[config.mk]
export PLATFORM = sky130hd
export DESIGN_NAME = timing_wheel_timer_core
export DESIGN_NICKNAME = d
export VERILOG_FILES = /design/src/hw/rtl/twt_pkg.sv /design/src/hw/rtl/twt_divider.sv /design/src/hw/rtl/timing_wheel_timer_core.sv
export SDC_FILE = /design/constraint.sdc
export NUM_CORES = 1
export LEC_CHECK = 0
export BUFFER_PORTS_ARGS = -buffer_cell sky130_fd_sc_hd__clkbuf_2
export CORE_MARGIN = 2
export CORE_UTILIZATION = 45
export DETAILED_ROUTE_END_ITERATION = 12
export GPL_TIMING_DRIVEN = 0
export MAX_ROUTING_LAYER = met4
export PLACE_DENSITY = 0.63
export REMOVE_ABC_BUFFERS = 1
export SLEW_MARGIN = 25
export SYNTH_ARGS = -nofsm -noshare
export SYNTH_HDL_FRONTEND = slang
export SYNTH_HIERARCHICAL = 1
export SYNTH_SLANG_ARGS = --single-unit
[constraint.sdc]
create_clock -name clock -period 6.9 [get_ports clock]
set_clock_uncertainty 0.15 [all_clocks]
set_input_delay 1.035 -clock clock [delete_from_list [all_inputs] [get_ports clock]]
set_output_delay 1.035 -clock clock [all_outputs]
set_load 0.01 [all_outputs]
[src/hw/rtl/twt_pkg.sv]
// Shared types and constants of the timing wheel timer core.
package twt_pkg;

   localparam int REQ_W      = 2;
   localparam int ID_W       = 5;
   localparam int TIMEOUT_W  = 24;
   localparam int KIND_W     = 3;
   localparam int PERIOD_W   = 16;
   localparam int ROUNDS_W   = 17;
   localparam int CSR_ADDR_W = 3;
   localparam int CSR_DATA_W = 32;
   localparam int DIV_STEPS  = TIMEOUT_W;
   localparam int DIV_CNT_W  = $clog2(DIV_STEPS);

   localparam logic [REQ_W-1:0] REQ_ARM    = 2'd0;
   localparam logic [REQ_W-1:0] REQ_CANCEL = 2'd1;
   localparam logic [REQ_W-1:0] REQ_TICK   = 2'd2;

   localparam logic [KIND_W-1:0] KIND_ARMED     = 3'd0;
   localparam logic [KIND_W-1:0] KIND_REJECTED  = 3'd1;
   localparam logic [KIND_W-1:0] KIND_CANCELLED = 3'd2;
   localparam logic [KIND_W-1:0] KIND_EXPIRED   = 3'd3;
   localparam logic [KIND_W-1:0] KIND_IDLE_TICK = 3'd4;

   localparam logic [0:0] CSR_IDX_TICK_PERIOD = 1'b0;

   localparam logic [ROUNDS_W-1:0] ROUNDS_MAX = '1;

   typedef struct packed {
      logic                 start;
      logic [TIMEOUT_W-1:0] dividend;
      logic [PERIOD_W-1:0]  divisor;
   } div_req_type;

   typedef struct packed {
      logic                 done;
      logic [TIMEOUT_W-1:0] quotient;
   } div_rsp_type;

endpackage

[src/hw/rtl/twt_divider.sv]
// Restoring radix-2 divider, one quotient bit per cycle.
module twt_divider (
   input  logic                 clock,
   input  logic                 reset,
   input  twt_pkg::div_req_type div_req,
   output twt_pkg::div_rsp_type div_rsp
);
   import twt_pkg::*;

   logic                 busy_ff, busy_in;
   logic                 done_ff, done_in;
   logic [DIV_CNT_W-1:0] cnt_ff, cnt_in;
   logic [PERIOD_W-1:0]  rem_ff, rem_in;
   logic [TIMEOUT_W-1:0] quo_ff, quo_in;
   logic [PERIOD_W-1:0]  dsr_ff, dsr_in;
   logic [PERIOD_W:0]    trial;
   logic                 fits;

   always_comb begin
      trial   = {rem_ff, quo_ff[TIMEOUT_W-1]};
      fits    = trial >= {1'b0, dsr_ff};
      busy_in = busy_ff;
      done_in = 1'b0;
      cnt_in  = cnt_ff;
      rem_in  = rem_ff;
      quo_in  = quo_ff;
      dsr_in  = dsr_ff;
      if (div_req.start) begin
         busy_in = 1'b1;
         cnt_in  = '0;
         rem_in  = '0;
         quo_in  = div_req.dividend;
         dsr_in  = div_req.divisor;
      end else if (busy_ff) begin
         rem_in = fits ? PERIOD_W'(trial - {1'b0, dsr_ff}) : trial[PERIOD_W-1:0];
         quo_in = {quo_ff[TIMEOUT_W-2:0], fits};
         cnt_in = cnt_ff + 1'b1;
         if (cnt_ff == DIV_CNT_W'(DIV_STEPS - 1)) begin
            busy_in = 1'b0;
            done_in = 1'b1;
         end
      end
   end

   always_ff @(posedge clock) begin
      if (reset) begin
         busy_ff <= 1'b0;
         done_ff <= 1'b0;
         cnt_ff  <= '0;
      end else begin
         busy_ff <= busy_in;
         done_ff <= done_in;
         cnt_ff  <= cnt_in;
      end
   end

   always_ff @(posedge clock) begin
      rem_ff <= rem_in;
      quo_ff <= quo_in;
      dsr_ff <= dsr_in;
   end

   assign div_rsp.done     = done_ff;
   assign div_rsp.quotient = quo_ff;

endmodule

[src/hw/rtl/timing_wheel_timer_core.sv]
// Timing wheel timer: top level with entry memory, scan sequencer and register port.
// Cancel and reject give their result in the cycle after the beat; the next beat can follow.
// Arm runs a 24-step divide by the tick period, then the DIV_SLOTS and ARM_WRITE states for slot and rounds.
// Tick scans every entry, one entry memory read per cycle, results as found.
// Results are a registered strobe of one cycle each; the receiver cannot stall them.
// Reset clears the sequencer, the active bits, current slot and tick_period (to 1).
module timing_wheel_timer_core #(
   parameter int NUM_SLOTS  = 64,
   parameter int NUM_TIMERS = 32
) (
   input  logic                                 clock,
   input  logic                                 reset,
   input  logic                                 start,
   output logic                                 busy,
   input  logic [twt_pkg::REQ_W-1:0]            req_type,
   input  logic [twt_pkg::ID_W-1:0]             req_timer_id,
   input  logic signed [twt_pkg::TIMEOUT_W-1:0] req_timeout_ms,
   output logic                                 rsp_strobe,
   output logic [twt_pkg::KIND_W-1:0]           rsp_kind,
   output logic [twt_pkg::ID_W-1:0]             rsp_expired_id,
   output logic                                 rsp_last,
   input  logic                                 psel,
   input  logic                                 penable,
   input  logic                                 pwrite,
   input  logic [twt_pkg::CSR_ADDR_W-1:0]       paddr,
   input  logic [twt_pkg::CSR_DATA_W-1:0]       pwdata,
   output logic [twt_pkg::CSR_DATA_W-1:0]       prdata,
   output logic                                 pready
);
   import twt_pkg::*;

   localparam int SLOT_W = $clog2(NUM_SLOTS);
   localparam int IDX_W  = (NUM_TIMERS > 1) ? $clog2(NUM_TIMERS) : 1;
   localparam int WORD_W = SLOT_W + ROUNDS_W;

   // Ticks are split by a constant reciprocal that is exact for every 24-bit tick count.
   localparam int     SPLIT_SHIFT = TIMEOUT_W + SLOT_W;
   localparam int     RECIP_W     = TIMEOUT_W + 2;
   localparam int     PROD_W      = TIMEOUT_W + RECIP_W;
   localparam longint RECIP_VAL   = ((longint'(1) << SPLIT_SHIFT) + longint'(NUM_SLOTS)
                                     - longint'(1)) / longint'(NUM_SLOTS);
   localparam logic [RECIP_W-1:0] RECIP = RECIP_W'(RECIP_VAL);

   localparam logic [2:0] ST_IDLE      = 3'd0;
   localparam logic [2:0] ST_DIV_TICKS = 3'd1;
   localparam logic [2:0] ST_DIV_SLOTS = 3'd2;
   localparam logic [2:0] ST_SCAN      = 3'd3;
   localparam logic [2:0] ST_DRAIN     = 3'd4;
   localparam logic [2:0] ST_FINISH    = 3'd5;
   localparam logic [2:0] ST_ARM_WRITE = 3'd6;

   logic [2:0]            state_ff, state_in;
   logic [PERIOD_W-1:0]   period_ff, period_in;
   logic [SLOT_W-1:0]     cur_ff, cur_in;
   logic [NUM_TIMERS-1:0] active_ff, active_in;
   logic [IDX_W-1:0]      arm_idx_ff, arm_idx_in;
   logic [IDX_W-1:0]      rd_idx_ff, rd_idx_in;
   logic [IDX_W-1:0]      pidx_ff;
   logic                  pv_ff;
   logic                  pend_ff, pend_in;
   logic [ID_W-1:0]       pend_id_ff, pend_id_in;
   logic                  rsp_strobe_ff, rsp_strobe_in;
   logic [KIND_W-1:0]     rsp_kind_ff, rsp_kind_in;
   logic [ID_W-1:0]       rsp_id_ff, rsp_id_in;
   logic                  rsp_last_ff, rsp_last_in;
   logic [TIMEOUT_W-1:0]  ticks_ff, ticks_in;
   logic [TIMEOUT_W-1:0]  split_quo_ff, split_quo_in;

   logic [WORD_W-1:0]     mem [NUM_TIMERS];
   logic [WORD_W-1:0]     rd_data_ff;
   logic                  mem_we;
   logic [IDX_W-1:0]      mem_waddr;
   logic [WORD_W-1:0]     mem_wdata;

   div_req_type           div_req;
   div_rsp_type           div_rsp;

   logic                  accept;
   logic                  csr_wr;
   logic [PERIOD_W-1:0]   period_eff;
   logic [TIMEOUT_W-1:0]  ticks;
   logic [PROD_W-1:0]     split_prod;
   logic [TIMEOUT_W-1:0]  split_back;
   logic [TIMEOUT_W-1:0]  split_rem;
   logic [ROUNDS_W-1:0]   rounds_sat;
   logic [SLOT_W:0]       slot_sum;
   logic [SLOT_W-1:0]     slot_new;
   logic [SLOT_W-1:0]     ent_slot;
   logic [ROUNDS_W-1:0]   ent_rounds;
   logic                  hit;

   twt_divider u_div (
      .clock   (clock),
      .reset   (reset),
      .div_req (div_req),
      .div_rsp (div_rsp)
   );

   assign accept     = start && !busy;
   assign csr_wr     = psel && penable && pwrite;
   assign period_eff = (period_ff == '0) ? PERIOD_W'(1) : period_ff;
   assign ticks      = (div_rsp.quotient == '0) ? TIMEOUT_W'(1) : div_rsp.quotient;
   assign split_prod = PROD_W'(ticks_ff) * PROD_W'(RECIP);
   assign split_back = split_quo_ff * TIMEOUT_W'(NUM_SLOTS);
   assign split_rem  = ticks_ff - split_back;
   assign rounds_sat = (split_quo_ff > TIMEOUT_W'(ROUNDS_MAX)) ? ROUNDS_MAX
                       : split_quo_ff[ROUNDS_W-1:0];
   // The remainder is below NUM_SLOTS, so one conditional subtract wraps the sum.
   assign slot_sum   = {1'b0, cur_ff} + {1'b0, SLOT_W'(split_rem)};
   assign slot_new   = (slot_sum >= (SLOT_W + 1)'(NUM_SLOTS))
                       ? SLOT_W'(slot_sum - (SLOT_W + 1)'(NUM_SLOTS)) : slot_sum[SLOT_W-1:0];
   assign ent_slot   = rd_data_ff[WORD_W-1:ROUNDS_W];
   assign ent_rounds = rd_data_ff[ROUNDS_W-1:0];
   assign hit        = pv_ff && active_ff[pidx_ff] && (ent_slot == cur_ff);

   always_comb begin
      state_in      = state_ff;
      period_in     = period_ff;
      cur_in        = cur_ff;
      active_in     = active_ff;
      arm_idx_in    = arm_idx_ff;
      rd_idx_in     = rd_idx_ff;
      pend_in       = pend_ff;
      pend_id_in    = pend_id_ff;
      rsp_strobe_in = 1'b0;
      rsp_kind_in   = rsp_kind_ff;
      rsp_id_in     = rsp_id_ff;
      rsp_last_in   = rsp_last_ff;
      ticks_in      = ticks_ff;
      split_quo_in  = split_quo_ff;
      mem_we        = 1'b0;
      mem_waddr     = pidx_ff;
      mem_wdata     = {ent_slot, ent_rounds - 1'b1};
      div_req.start    = 1'b0;
      div_req.dividend = req_timeout_ms;
      div_req.divisor  = period_eff;

      if (csr_wr && paddr[2] == CSR_IDX_TICK_PERIOD) begin
         period_in = pwdata[PERIOD_W-1:0];
      end

      unique case (state_ff)
         ST_IDLE: begin
            if (accept) begin
               case (req_type)
                  REQ_ARM: begin
                     if (req_timeout_ms[TIMEOUT_W-1] || 32'(req_timer_id) >= NUM_TIMERS) begin
                        rsp_strobe_in = 1'b1;
                        rsp_kind_in   = KIND_REJECTED;
                        rsp_id_in     = '0;
                        rsp_last_in   = 1'b1;
                     end else begin
                        div_req.start = 1'b1;
                        arm_idx_in    = IDX_W'(req_timer_id);
                        state_in      = ST_DIV_TICKS;
                     end
                  end
                  REQ_CANCEL: begin
                     if (32'(req_timer_id) < NUM_TIMERS) begin
                        active_in[IDX_W'(req_timer_id)] = 1'b0;
                     end
                     rsp_strobe_in = 1'b1;
                     rsp_kind_in   = KIND_CANCELLED;
                     rsp_id_in     = '0;
                     rsp_last_in   = 1'b1;
                  end
                  REQ_TICK: begin
                     rd_idx_in = '0;
                     pend_in   = 1'b0;
                     state_in  = ST_SCAN;
                  end
                  default: begin
                  end
               endcase
            end
         end
         ST_DIV_TICKS: begin
            if (div_rsp.done) begin
               ticks_in = ticks;
               state_in = ST_DIV_SLOTS;
            end
         end
         ST_DIV_SLOTS: begin
            split_quo_in = TIMEOUT_W'(split_prod[PROD_W-1:SPLIT_SHIFT]);
            state_in     = ST_ARM_WRITE;
         end
         ST_ARM_WRITE: begin
            mem_we                = 1'b1;
            mem_waddr             = arm_idx_ff;
            mem_wdata             = {slot_new, rounds_sat};
            active_in[arm_idx_ff] = 1'b1;
            rsp_strobe_in         = 1'b1;
            rsp_kind_in           = KIND_ARMED;
            rsp_id_in             = '0;
            rsp_last_in           = 1'b1;
            state_in              = ST_IDLE;
         end
         ST_SCAN: begin
            rd_idx_in = rd_idx_ff + 1'b1;
            if (rd_idx_ff == IDX_W'(NUM_TIMERS - 1)) begin
               state_in = ST_DRAIN;
            end
         end
         ST_DRAIN: begin
            state_in = ST_FINISH;
         end
         ST_FINISH: begin
            rsp_strobe_in = 1'b1;
            rsp_last_in   = 1'b1;
            if (pend_ff) begin
               rsp_kind_in = KIND_EXPIRED;
               rsp_id_in   = pend_id_ff;
            end else begin
               rsp_kind_in = KIND_IDLE_TICK;
               rsp_id_in   = '0;
            end
            pend_in  = 1'b0;
            cur_in   = (cur_ff == SLOT_W'(NUM_SLOTS - 1)) ? '0 : cur_ff + 1'b1;
            state_in = ST_IDLE;
         end
         default: begin
            state_in = ST_IDLE;
         end
      endcase

      // An expiry is held back one find so that the final one can carry last.
      if (hit) begin
         if (ent_rounds == '0) begin
            active_in[pidx_ff] = 1'b0;
            if (pend_ff) begin
               rsp_strobe_in = 1'b1;
               rsp_kind_in   = KIND_EXPIRED;
               rsp_id_in     = pend_id_ff;
               rsp_last_in   = 1'b0;
            end
            pend_in    = 1'b1;
            pend_id_in = ID_W'(pidx_ff);
         end else begin
            mem_we = 1'b1;
         end
      end
   end

   always_ff @(posedge clock) begin
      if (reset) begin
         state_ff      <= ST_IDLE;
         period_ff     <= PERIOD_W'(1);
         cur_ff        <= '0;
         active_ff     <= '0;
         pv_ff         <= 1'b0;
         pend_ff       <= 1'b0;
         rsp_strobe_ff <= 1'b0;
      end else begin
         state_ff      <= state_in;
         period_ff     <= period_in;
         cur_ff        <= cur_in;
         active_ff     <= active_in;
         pv_ff         <= (state_ff == ST_SCAN);
         pend_ff       <= pend_in;
         rsp_strobe_ff <= rsp_strobe_in;
      end
   end

   always_ff @(posedge clock) begin
      arm_idx_ff   <= arm_idx_in;
      rd_idx_ff    <= rd_idx_in;
      pidx_ff      <= rd_idx_ff;
      pend_id_ff   <= pend_id_in;
      rsp_kind_ff  <= rsp_kind_in;
      rsp_id_ff    <= rsp_id_in;
      rsp_last_ff  <= rsp_last_in;
      ticks_ff     <= ticks_in;
      split_quo_ff <= split_quo_in;
   end

   always_ff @(posedge clock) begin
      if (mem_we) begin
         mem[mem_waddr] <= mem_wdata;
      end
   end

   always_ff @(posedge clock) begin
      rd_data_ff <= mem[rd_idx_ff];
   end

   assign busy           = (state_ff != ST_IDLE);
   assign rsp_strobe     = rsp_strobe_ff;
   assign rsp_kind       = rsp_kind_ff;
   assign rsp_expired_id = rsp_id_ff;
   assign rsp_last       = rsp_last_ff;
   assign pready         = 1'b1;
   assign prdata         = (paddr[2] == CSR_IDX_TICK_PERIOD)
                           ? CSR_DATA_W'(period_ff) : '0;

endmodule

### Word-level counts from Yosys, hierarchy flattened

Memory sizes are Yosys's and may differ from the RTL's. A register that Yosys moved wholly into a read port is not among the register bits.
Index checks and enable logic that the tools add are counted.

* output and inout port bits: 44
* word-level logic and storage cells: 171
* memory bits (writable): 736
* bits of input ports: 72
* flip-flop bits (word level): 194
* bits in latches: 0
* ROM bits: 0
* memories: 1

Memory list
* mem: depth 32, width 23, read ports 1, clocked after Yosys merged registers in 1, wr ports 1, RTL line timing_wheel_timer_core.sv:69 `logic [WORD_W-1:0] mem [NUM_TIMERS];`

* divide/modulo/power cells: 0
* bitwise operators: 8
* mux-type cells: 79
* multiply operators: 0
* add/subtract/negate cells: 8
* shift-type cells: 0
* reductions and logical operators: 26
* order comparisons: 9
* equal/unequal tests: 18

Operators by type and width (number)
* 2-to-1 mux 32 bit: 4
* AND 32 bit: 2
* NOT 32 bit: 2
* case mux 32 bit (2 select lines): 1
* 2-to-1 mux 24 bit: 2
* 2-to-1 mux 5 bit: 9
* 2-to-1 mux 16 bit: 2
* OR 32 bit: 1
* 2-to-1 mux 1 bit: 31
* 2-to-1 mux 3 bit: 10
* logical NOT 24 bit: 1
* 2-to-1 mux 23 bit: 1
* case mux 5 bit (2 select lines): 2
* greater-than comparator 18 x 17 -> 1 bit, second input constant: 1
* < comparator 5 x 6 -> 1 bit, second input constant: 3
* greater-or-equal comparator 17 x 16 -> 1 bit: 1
* logical NOT 17 bit: 1
* 2-to-1 mux 17 bit: 1
* subtractor 17 x 1 -> 17 bit, second input constant: 1
* logical NOT 16 bit: 1
* subtractor 16 bit: 1
* demux 1 bit (select 5 bit): 3
* greater-or-equal comparator 5 x 1 -> 1 bit, second input constant: 3
* case mux 3 bit (5 select lines): 1
* 36 further kinds: 63

### Depth between registers and ports, before layout

Gate-level depths: netlist of the first run.

* depth after elaboration: 12
* mapped depth: 11
* mapped depth without buffers: 9

### By module

The synthesis of the first run kept the hierarchy.

By module, submodules not included
* timing_wheel_timer_core: times used 1, cells each 1883, area each 35196.3 um^2, seq. area each 25754.7 um^2
* twt_divider: times used 1, cells each 341, area each 3580.9 um^2, seq. area each 1661.6 um^2

### Worst setup path before layout of the first run

Ideal clock, no wire load.

* path type: input -> register
* from: input port start
* to: register u_div.quo_ff[0], enable pin
* setup time: 0.381 ns
* path buffers: 0
* required time: 6.369 ns
* stages on the path: 4
* arrival time: 4.751 ns
* setup slack: 1.618 ns
* cell sequence: or4b_2 -> nor4_1 -> inv_1 -> nand2_1

RTL lines
* start: declaration: RTL line timing_wheel_timer_core.sv:13 `input logic start,`
* end signal: assignment: RTL line twt_divider.sv:59 `quo_ff <= quo_in;`
* end: declaration: RTL line twt_divider.sv:14 `logic [TIMEOUT_W-1:0] quo_ff, quo_in;`

### Worst setup path after layout of the first run

* from: register pidx_ff[1]
* to: memory mem[26][16] (netlist bit), enable pin

* longest elaborated chain between the ends: 7
* elaborated cells between the ends (all ways): 8
* classes of those cells: mux: 6; reduce/logical: 2

RTL lines
* start: declaration: RTL line timing_wheel_timer_core.sv:58 `logic [IDX_W-1:0] pidx_ff;`
* start signal: assignment: RTL line timing_wheel_timer_core.sv:267 `pidx_ff <= rd_idx_ff;`
* binary-select mux 1 bit (select 5 bit): RTL line timing_wheel_timer_core.sv:114 `assign hit = pv_ff && active_ff[pidx_ff] && (ent_slot == cur_ff);`
* 2-to-1 mux 1 bit (not written as such): RTL line timing_wheel_timer_core.sv:114
* logical AND 1 bit (2 in a row): RTL line timing_wheel_timer_core.sv:114
* 2-to-1 mux 1 bit: RTL line timing_wheel_timer_core.sv:227 `if (hit) begin`
* 2-to-1 mux 1 bit: RTL line timing_wheel_timer_core.sv:277 `if (mem_we) begin`
* 2-to-1 mux 1 bit (not written as such): RTL line timing_wheel_timer_core.sv:278 `mem[mem_waddr] <= mem_wdata;`
* end: declaration: RTL line timing_wheel_timer_core.sv:69

Parallel ways exist; a longest one is shown, timed or not. The select of a mux whose other input is x is not followed.

==> impl_metrics.ini, run 1 <==
[run_status]
status = completed

[clock_network]
ctsLongestPathBuffers = 3
htreeDepth = 3
cts_hold_buffers = 0
cts_tree = yes
cts-root-buf = clkbuf_16
cts_setup_buffers = 0
cts.sinks = 953
clock_latency_ps = 650
cts_inserted_buffers = 97
clk_pin_slew_ps = 60
cts_resized = 0

[yosys]
synthTopCellsByArea = edfxtp_1, mux4_2, dfxtp_1, a21oi_1, mux2_2
synthCells = 2224
yosysSeqAreaShare_pct = 70.70
synth.top_cell.area_share_pct = 64.51
synthDistinctLibCells = 74
syn_avg_cell_area_um2 = 17.44
ys_ff_latch = 953
synth_edf_count = 833
syn_area_um2 = 38780
yosysWarnings = 6
async_flop_share_pct = 0
synth-main-ff-cell = edfxtp_1
synth_common_cells = edfxtp_1, mux4_2, nor2_1
yosysMostFrequentCell = edfxtp_1
synth_area_leader_cell = edfxtp_1

[power]
p_comb_share_pct = 18.5
internal-power_mw = 11.44
powerDensity_nw_per_um2 = 342.0
power.share.clock_pct = 33.9
switching_share_pct = 26.65
power_switching_mw = 4.156
ir_worst_vdd_v = 0.0002327
leakagePower_nw = 14.94
seqPwrFrac_pct = 47.6

[final_layout]
syn_to_final_growth_pct = 17.59
layout-drive-gt1-share_pct = 29.37
layout.cells.non_filler = 3618
seqCellArea_um2 = 27420
nets = 2492
fillers = 6596
multi_input_area_um2 = 10970

[sta]
layout_min_cycle_time_ps = 4231
setup_viol = 0
drv_slew = 0
relSlewSlack_pct = 30.06
timing.fmax_ghz = 0.2363
finalHoldViolCount = 0
worst_pin_slew_ps = 1047
holdWs_ps = 266.7
fin_crit_sh_pct = 61.33
rsz0062_at_grt = no

[drt]
drc = 0
wl_per_cell_um = 24.84
ant_nets = 0
drtIter0Drc = 2113
wirelength_um = 89880
via_count = 20910
dr.pass1.iters = 5
viasPerCell = 5.779

[worst_setup_path]
cp_cell_sequence = mux4_2 -> a32oi_1 -> nand2_1 -> or3_4 -> a31oi_4 -> buf_16 -> buf_16 -> and3b_2 -> buf_16
cpMostUsedCell = buf_16
crit_family = simple AND/OR/NAND/NOR gates
crit_path_start_kind = flip-flop
cpPeakStageDelay_ps = 710
cp_slowest_cell = dfxtp_2
worst_ep_required_time_ps = 7140
critPathArrivalTime_ps = 4470
crit_buf_inv = 3
critical_path_class = flip-flop to flip-flop
crit_fanout = 17
cp-end-kind = flip-flop

[grt]
grt-busiest-layer = met2
grt_max_degree = 61
met2_usage_pct = 32.94
grt_pass1_vias = 21310
grt_pass1_wl_um = 134800
grt_usage_pct = 20.96
globalRouteMet3Util_pct = 3.257
use_met1_pct = 28.67
overflow = 0
antenna_found_initial = 1

[placement]
place_congestion = 0.8720
hpwl_um = 61110
placedCellCount = 3436
portBuffers = 80

[floorplanning]
pin_count = 116
die_y_um = 297.6
core_area_um2 = 85280
die_x_um = 297.6
start_util_pct = 45.47
rows = 107
die_area_um2 = 88540

[min_path]
hp-class = flip-flop to flip-flop

[run]
maxCapViolations = 0
[power by group through the flow]
stage               clock network (mW)  registers [mW]  logic, mW
floorplan                            0            7.64       1.83
finish                            5.28            7.42       2.89
CTS                               5.37            7.42       2.92
detailed placement                   0            7.54       2.91
global route                      5.60            7.45       3.15
global placement                     0            7.87       2.54
[metal layers]
layer	part of all wire, %	vias up
li1	-	9115
met1	42	10920
met2	49	743
met3	6.2	135
met4	2.6	0
met5	0	-
[area by class of cell]
type	instances	area share (%)
clock buffers	121	5.678
clock inverters	59	1.386
flip-flops and latches	953	60.13
multi-input cells	1077	24.05
diodes	2	0.01098
inverters	41	0.3375
well taps	1144	3.139
repair buffers	221	5.260
[registers in the layout, indices dropped and copies added, names as in the netlist, 6 cells and up]
register      cells
active_ff        32
cur_ff            6
mem             736
period_ff        16
rd_data_ff       23
split_quo_ff     18
ticks_ff         24
u_div/dsr_ff     16
u_div/quo_ff     24
u_div/rem_ff     16
[cells in the final DEF (no fill, tap or decap), drive strengths merged, types with 7 or more instances in the layout]
| cell | Yosys | layout |
|---|---|---|
| edfxtp | 833 | 833 |
| mux4 | 235 | 235 |
| clkbuf | 106 | 201 |
| buf | 62 | 141 |
| nor2 | 132 | 132 |
| dfxtp | 120 | 120 |
| a21oi | 120 | 120 |
| nand2 | 105 | 105 |
| mux2 | 49 | 49 |
| nor3 | 45 | 45 |
| inv | 41 | 43 |
| clkinv | 0 | 43 |
| o21ai | 42 | 42 |
| xnor2 | 32 | 32 |
| ha | 27 | 27 |
| nor2b | 27 | 27 |
| or3 | 25 | 25 |
| nand3 | 23 | 23 |
| conb | 2 | 17 |
| nor4 | 16 | 16 |
| a21o | 15 | 15 |
| xor2 | 13 | 13 |
| nand2b | 13 | 13 |
| bufinv | 0 | 12 |
| a311oi | 11 | 11 |
| nor3b | 11 | 11 |
| nand4 | 9 | 9 |
| and3 | 9 | 9 |
| o211ai | 8 | 8 |
| a31oi | 8 | 8 |
| mux2i | 7 | 7 |
| a22o | 7 | 7 |
[kinds of logic after synthesis]
group / synth area share, %
adder cells (fa/ha/maj): 0.9744
other: 0.01937
XOR/XNOR: 1.016
AND/OR/NAND/NOR: 5.740
buffers and inverters: 2.459
AO/OA/AOI/OAI: 3.837
multiplexers: 15.25
flip-flops: 70.70
[per-stage QoR]
stage / area, um^2 / setup WS, ps / total power, mW / utilization (%) / TNS [ps]
2_1_floorplan: 38030 / -1945 / 9.472 / - / -140180
3_3_place_gp: 39870 / -5496 / 10.41 / 46.75 / -985690
3_5_place_dp: 42360 / 2490 / 10.44 / 49.67 / 0
4_1_cts: 45580 / 2630 / 15.71 / 53.45 / 0
5_1_grt: 45590 / 2545 / 16.19 / 53.46 / 0
6_report: 45600 / 2669 / 15.59 / 53.47 / 0
[worst paths after layout]
| path | to | start | slack, ps | cells after the start |
|---|---|---|---|---|
| setup / recovery | mem[26][16]$_DFFE_PP_ | pidx_ff[1]$_DFF_P_ | 2670 | 9 |
| setup reg to reg | mem[26][16]$_DFFE_PP_ | pidx_ff[1]$_DFF_P_ | 2670 | 9 |
| hold / removal | split_quo_ff[4]$_DFFE_PP_ | ticks_ff[10]$_SDFFCE_PN0P_ | 270 | 0 |
| hold reg to reg | split_quo_ff[4]$_DFFE_PP_ | ticks_ff[10]$_SDFFCE_PN0P_ | 270 | 0 |
[worst reg2reg max path: stages, from the launching register on]
cell     delay (ps)
dfxtp_2         710
mux4_2          600
a32oi_1         250
nand2_1         170
or3_4           440
a31oi_4         540
buf_16          250
buf_16          190
and3b_2         420
buf_16          250
(Power assumes the default switching activity.)
==> run 2: changes to the inputs <==
==> constraint.sdc (replaced) <==
create_clock -name clock -period 4.3 [get_ports clock]
set_clock_uncertainty 0.15 [all_clocks]
set_input_delay 0.645 -clock clock [delete_from_list [all_inputs] [get_ports clock]]
set_output_delay 0.645 -clock clock [all_outputs]
set_load 0.01 [all_outputs]
==> run 2 against run 1 <==
Count of clock-buffer cells in the layout is the same. First-iteration DRC count is 4.3% lower. Cell count unchanged. Design area hardly changed. Clock power is 61% higher. Die area unchanged. Worst setup slack got worse by 2400 ps. Hold slack worse by 210 ps. Non-clock buffer count is the same. Maximum frequency is 3.8% higher. Global-route usage unchanged. Sequential share of layout area is essentially flat.
==> impl_metrics.ini, run 2 (synthesis results as in run 1) <==
[drt]
drtIter0Drc = 2023
via_count = 20970
wirelength_um = 90100
drc = 0
viasPerCell = 5.797
dr.pass1.iters = 5
wl_per_cell_um = 24.90
ant_nets = 0

[sta]
worst_pin_slew_ps = 1013
fin_crit_sh_pct = 94.83
tns_ps = 0
finalHoldViolCount = 0
layout_min_cycle_time_ps = 4078
setup_viol = 0
rsz0062_at_grt = no
relSlewSlack_pct = 32.33
drv_slew = 0
holdWs_ps = 58.04
worst_slack_ps = 222.5
timing.fmax_ghz = 0.2452

[floorplanning]
rows = 107
die_y_um = 297.6
die_x_um = 297.6
core_area_um2 = 85280
die_area_um2 = 88540
start_util_pct = 45.47
pin_count = 116

[power]
power_mw = 25.03
ir_worst_vdd_v = 0.0003734
leakagePower_nw = 14.94
seqPwrFrac_pct = 47.6
power_switching_mw = 6.675
power.share.clock_pct = 33.9
internal-power_mw = 18.36
switching_share_pct = 26.67
p_comb_share_pct = 18.5
powerDensity_nw_per_um2 = 548.9

[worst_setup_path]
worst_ep_required_time_ps = 4490
crit_buf_inv = 2
r2r_slack_ps = 220
cp_slowest_cell = nor3b_1
crit_end = mem[10][8]$_DFFE_PP_
r2r-end = mem[10][8]$_DFFE_PP_
critPathArrivalTime_ps = 4270
crit_path_start_kind = flip-flop
critical_path_class = flip-flop to flip-flop
cp-end-kind = flip-flop
critPathLaunch = state_ff[2]$_SDFFE_PP0P_
cp_cell_sequence = nand3b_1 -> nor3b_1 -> nor2_1 -> nor3b_2 -> buf_4 -> buf_4
cpMostUsedCell = buf_4
crit_fanout = 14
crit_family = simple AND/OR/NAND/NOR gates
cpPeakStageDelay_ps = 1010
worst-path-stages = 6
reg2reg_depth = 6
regToRegStartpoint = state_ff[2]$_SDFFE_PP0P_

[final_layout]
nets = 2492
syn_to_final_growth_pct = 17.59
reg_top3 = mem x736, active_ff x32
layout_common_cells = edfxtp_1, mux4_2, dfxtp_1
final_util_pct = 53.47
multi_input_area_um2 = 10970
layout_commonest_cell = edfxtp_1
seqCellArea_um2 = 27420
layout-drive-gt1-share_pct = 29.37
largest_register_ffs = 736
top_register = mem
fillers = 6596

[grt]
grt_pass1_vias = 21310
overflow = 0
grt_max_degree = 61
grt_usage_pct = 20.96
antenna_found_initial = 1
grt_pass1_wl_um = 134800

[placement]
portBuffers = 80
hpwl_um = 61110
place_congestion = 0.8720
post-place-ws_ps = 72.57

[run_status]
status = completed

[min_path]
hp-class = input port to flip-flop
min_from = req_timer_id[2]

[clock_network]
cts.sinks = 953
clk_pin_slew_ps = 60
cts_setup_buffers = 0
cts_inserted_buffers = 97
clock_latency_ps = 650
ctsLongestPathBuffers = 3
cts-root-buf = clkbuf_16
htreeDepth = 3
cts_hold_buffers = 0
cts_tree = yes

[run]
maxCapViolations = 0
[run 2: final cells by class]
type	count	area share, %
sequential	953	60.14
multi-input combinational	1077	24.05
clock buffer	121	5.677
timing repair buffer	221	5.260
tap	1144	3.139
clock inverter	59	1.386
inverter	41	0.3375
antenna	2	0.01098
[run 2: layer usage]
metal / vias up / track usage, % / wire (um)
li1: 9110 / - / -
met1: 11020 / 28.67 / 38560
met2: 710 / 32.94 / 43980
met3: 134 / 3.257 / 5256
met4: 0 / 5.772 / 2303
met5: - / - / 0
[run 2: timing repair]
item / CTS / global route
resized for setup: 0 / 1
setup endpoints to repair: 0 / 12
endpoints found under the hold margin: 0 / 0
[run 2: worst min path at each step]
stage	slack (ps)	cells past startpoint	endpoint
2_1_floorplan	250	0	split_quo_ff[0]$_DFFE_PP_
3_3_place_gp	260	0	split_quo_ff[17]$_DFFE_PP_
3_5_place_dp	250	0	split_quo_ff[10]$_DFFE_PP_
4_1_cts	10	1	arm_idx_ff[2]$_DFFE_PP_
5_1_grt	40	1	arm_idx_ff[2]$_DFFE_PP_
6_report	60	1	arm_idx_ff[2]$_DFFE_PP_
[run 2: power groups by stage]
stage	Combinational [mW]	Clock (mW)	Sequential, mW
global route	5.05	8.98	12.0
CTS	4.69	8.62	11.9
finish	4.64	8.48	11.9
global placement	4.07	0	12.6
floorplan	2.94	0	12.3
detailed placement	4.66	0	12.1
[run 2: through the flow]
stage / area (um^2) / instances
6_report: 45600 / 3618
5_1_grt: 45600 / 3617
4_1_cts: 45580 / 3616
3_5_place_dp: 42360 / 3436
3_3_place_gp: 39870 / 3295
2_1_floorplan: 38030 / 2071
==> run 3: changes to the inputs <==
--- a/config.mk
+++ b/config.mk
@@ -5,6 +5,7 @@
 export SDC_FILE = /design/constraint.sdc
 export NUM_CORES = 1
 export LEC_CHECK = 0
+export ABC_AREA = 1
 export BUFFER_PORTS_ARGS = -buffer_cell sky130_fd_sc_hd__clkbuf_2
 export CORE_MARGIN = 2
 export CORE_UTILIZATION = 45
==> run 3 against run 2 <==
Maximum frequency rose by 0.98%. Core utilization hardly changed. Sequential power about the same. First-iteration DRC count is 34% higher. Synthesized cell count is 66% higher. Critical path type unchanged. Largest power group unchanged.
==> impl_metrics.ini, run 3 <==
[run_status]
status = completed

[drt]
wirelength_um = 103500
wl_per_cell_um = 20.66
viasPerCell = 5.571
via_count = 27920
ant_nets = 0
dr.pass1.iters = 8
drc = 0
drtIter0Drc = 2715

[final_layout]
layout-drive-gt1-share_pct = 12.19
design_area_um2 = 47360
largest_register_ffs = 736
n_antenna_cell = 0
layout_common_cells = edfxtp_1, nand2_1, nor2_1
nets = 3866
top_register = mem
fillers = 7418
reg_top3 = mem x736, active_ff x32
layout_commonest_cell = edfxtp_1
syn_to_final_growth_pct = 17.37

[power]
power.share.clock_pct = 32.4
ir_worst_vdd_v = 0.0003878
p_comb_share_pct = 23.2
internal-power_mw = 18.30
powerDensity_nw_per_um2 = 553.9
power_mw = 26.23
switching_share_pct = 30.22
seqPwrFrac_pct = 44.4
leakagePower_nw = 16.79
power_switching_mw = 7.927

[yosys]
synthDistinctLibCells = 52
ys_ff_latch = 953
synthTopCellsByArea = edfxtp_1, dfxtp_1, o21ai_0, nor2_1, nand2_1
synth_common_cells = edfxtp_1, nor2_1, nand2_1
synth_area_leader_cell = edfxtp_1
yosysSeqAreaShare_pct = 67.95
yosysWarnings = 6
syn_avg_cell_area_um2 = 10.90
syn_area_um2 = 40350
async_flop_share_pct = 0
synthCells = 3702
synth_edf_count = 833
yosysMostFrequentCell = edfxtp_1
synth-main-ff-cell = edfxtp_1
synth.top_cell.area_share_pct = 61.99

[floorplanning]
die_area_um2 = 92080
die_x_um = 303.4
pin_count = 116
die_y_um = 303.4
start_util_pct = 45.52
core_area_um2 = 88650
rows = 109

[sta]
finalHoldViolCount = 0
worst_pin_slew_ps = 983.7
fin_crit_sh_pct = 93.91
rsz0062_at_grt = no
tns_ps = 0
relSlewSlack_pct = 34.42
holdWs_ps = 36.33
layout_min_cycle_time_ps = 4038
drv_slew = 0
setup_viol = 0
timing.fmax_ghz = 0.2477

[worst_setup_path]
reg2reg_depth = 17
regToRegStartpoint = rd_idx_ff[0]$_SDFFCE_PN0P_
r2r-end = rd_data_ff[21]$_DFF_P_
cp-end-kind = flip-flop
r2r_slack_ps = 260
critical_path_class = flip-flop to flip-flop
crit_path_start_kind = flip-flop
crit_end = rd_data_ff[21]$_DFF_P_
critPathArrivalTime_ps = 4440
crit_fanout = 90
critPathLaunch = rd_idx_ff[0]$_SDFFCE_PN0P_
worst_ep_required_time_ps = 4700

[clock_network]
ctsLongestPathBuffers = 3
cts_inserted_buffers = 97
cts-root-buf = clkbuf_16
cts_hold_buffers = 0
clk_pin_slew_ps = 60
clock_latency_ps = 670
htreeDepth = 3
cts.sinks = 953
cts_tree = yes

[placement]
place_congestion = 0.9000
dpl_cell_area_um2 = 44070
portBuffers = 80
hpwl_um = 65920

[min_path]
hp-class = input port to flip-flop

[grt]
grt_pass1_vias = 26220
grt_pass1_wl_um = 156300
antenna_found_initial = 0
grt_max_degree = 110
grt_usage_pct = 23.03
overflow = 0

[run]
maxCapViolations = 0
[run 3: changes by cell type in the layout (fill, tap and decap cells not counted), sizes merged, moves of 49 or more]
cell	previous run	this run
o211ai	8	64
nor2	132	582
inv	43	222
o22ai	2	107
mux2	49	0
mux4	235	0
nand3	23	140
o21ai	42	483
nand2	105	567
[run 3: area by class of cell]
type / count / area (um^2) / share of cell area [%]
Multi-Input combinational cell: 2294 / 11650 / 24.61
Timing Repair Buffer: 195 / 2718 / 5.738
Inverter: 224 / 868.3 / 1.834
Clock buffer: 129 / 2668 / 5.633
Tap cell: 1165 / 1458 / 3.078
Sequential cell: 953 / 27420 / 57.89
Clock inverter: 52 / 575.6 / 1.215
[run 3: stage by stage]
step / setup WS (ps) / std cells / utilization [%]
after detailed placement: -274.8 / 4829 / 49.71
after floorplan: -7906 / 3471 / -
after global placement: -22730 / 4716 / 46.45
after global routing: 11.70 / 5012 / 53.42
final: 262.0 / 5012 / 53.42
after CTS: 20.15 / 5011 / 53.38
[run 3: routing by layer]
layer / routed length [um] / global-route usage, % / part of all wire, %
met5: 0 / - / 0
met4: 2229 / 6.162 / 2.2
met3: 7731 / 3.391 / 7.5
met2: 49300 / 36.61 / 48
met1: 44280 / 31.09 / 43
[run 3: how the worst min path moves through the flow]
stage                          startpoint                    endpoint  slack (ps)  depth (start not counted)
2_1_floorplan  rd_idx_ff[3]$_SDFFCE_PN0P_          pidx_ff[3]$_DFF_P_         220                          0
3_3_place_gp   rd_idx_ff[3]$_SDFFCE_PN0P_          pidx_ff[3]$_DFF_P_         230                          0
3_5_place_dp   ticks_ff[17]$_SDFFCE_PN0P_  split_quo_ff[11]$_DFFE_PP_         250                          0
4_1_cts                   req_timer_id[2]     arm_idx_ff[2]$_DFFE_PP_           8                          1
5_1_grt                   req_timer_id[2]     arm_idx_ff[2]$_DFFE_PP_          20                          1
6_report                  req_timer_id[2]     arm_idx_ff[2]$_DFFE_PP_          40                          1
[run 3: worst max-delay path: stages, from the launching register on]
cell,delay (ps)
edfxtp_1,430
buf_8,190
buf_8,190
buf_6,190
buf_8,180
buf_8,170
buf_8,180
buf_16,160
buf_8,190
inv_12,120
buf_16,240
buf_16,240
o21ai_0,230
o211ai_1,110
nand3_1,220
nand3_1,250
o21ai_1,230
inv_1,80
[run 3: cells by family (layout without fill, tap and decap cells)]
kind of cell | count (synthesis) | in the layout | share of synthesized area, %
flip-flops | 953 | 953 | 67.95
adder cells (fa/ha/maj) | 29 | 29 | 0.9365
buffers and inverters | 470 | 600 | 4.782
AO/OA/AOI/OAI | 822 | 822 | 11.44
XOR/XNOR | 14 | 14 | 0.3039
other | 2 | 17 | 0.01861
AND/OR/NAND/NOR | 1412 | 1412 | 14.57
[run 3: power by group through the flow]
stage / clock network [mW] / registers, mW / logic (mW)
final: 8.49 / 11.7 / 6.08
after global routing: 8.98 / 11.7 / 6.63
after CTS: 8.60 / 11.6 / 6.01
after detailed placement: 0 / 11.8 / 5.97
after global placement: 0 / 12.4 / 4.66
after floorplan: 0 / 12.0 / 3.06
[run 3: timing repair]
item / 4_1_cts / 5_1_grt
resized for setup: 0 / 4
hold endpoints to repair: 0 / 0
cloned: 0 / 1
endpoints found under the setup margin: 15 / 10
buffers inserted: 1 / 0
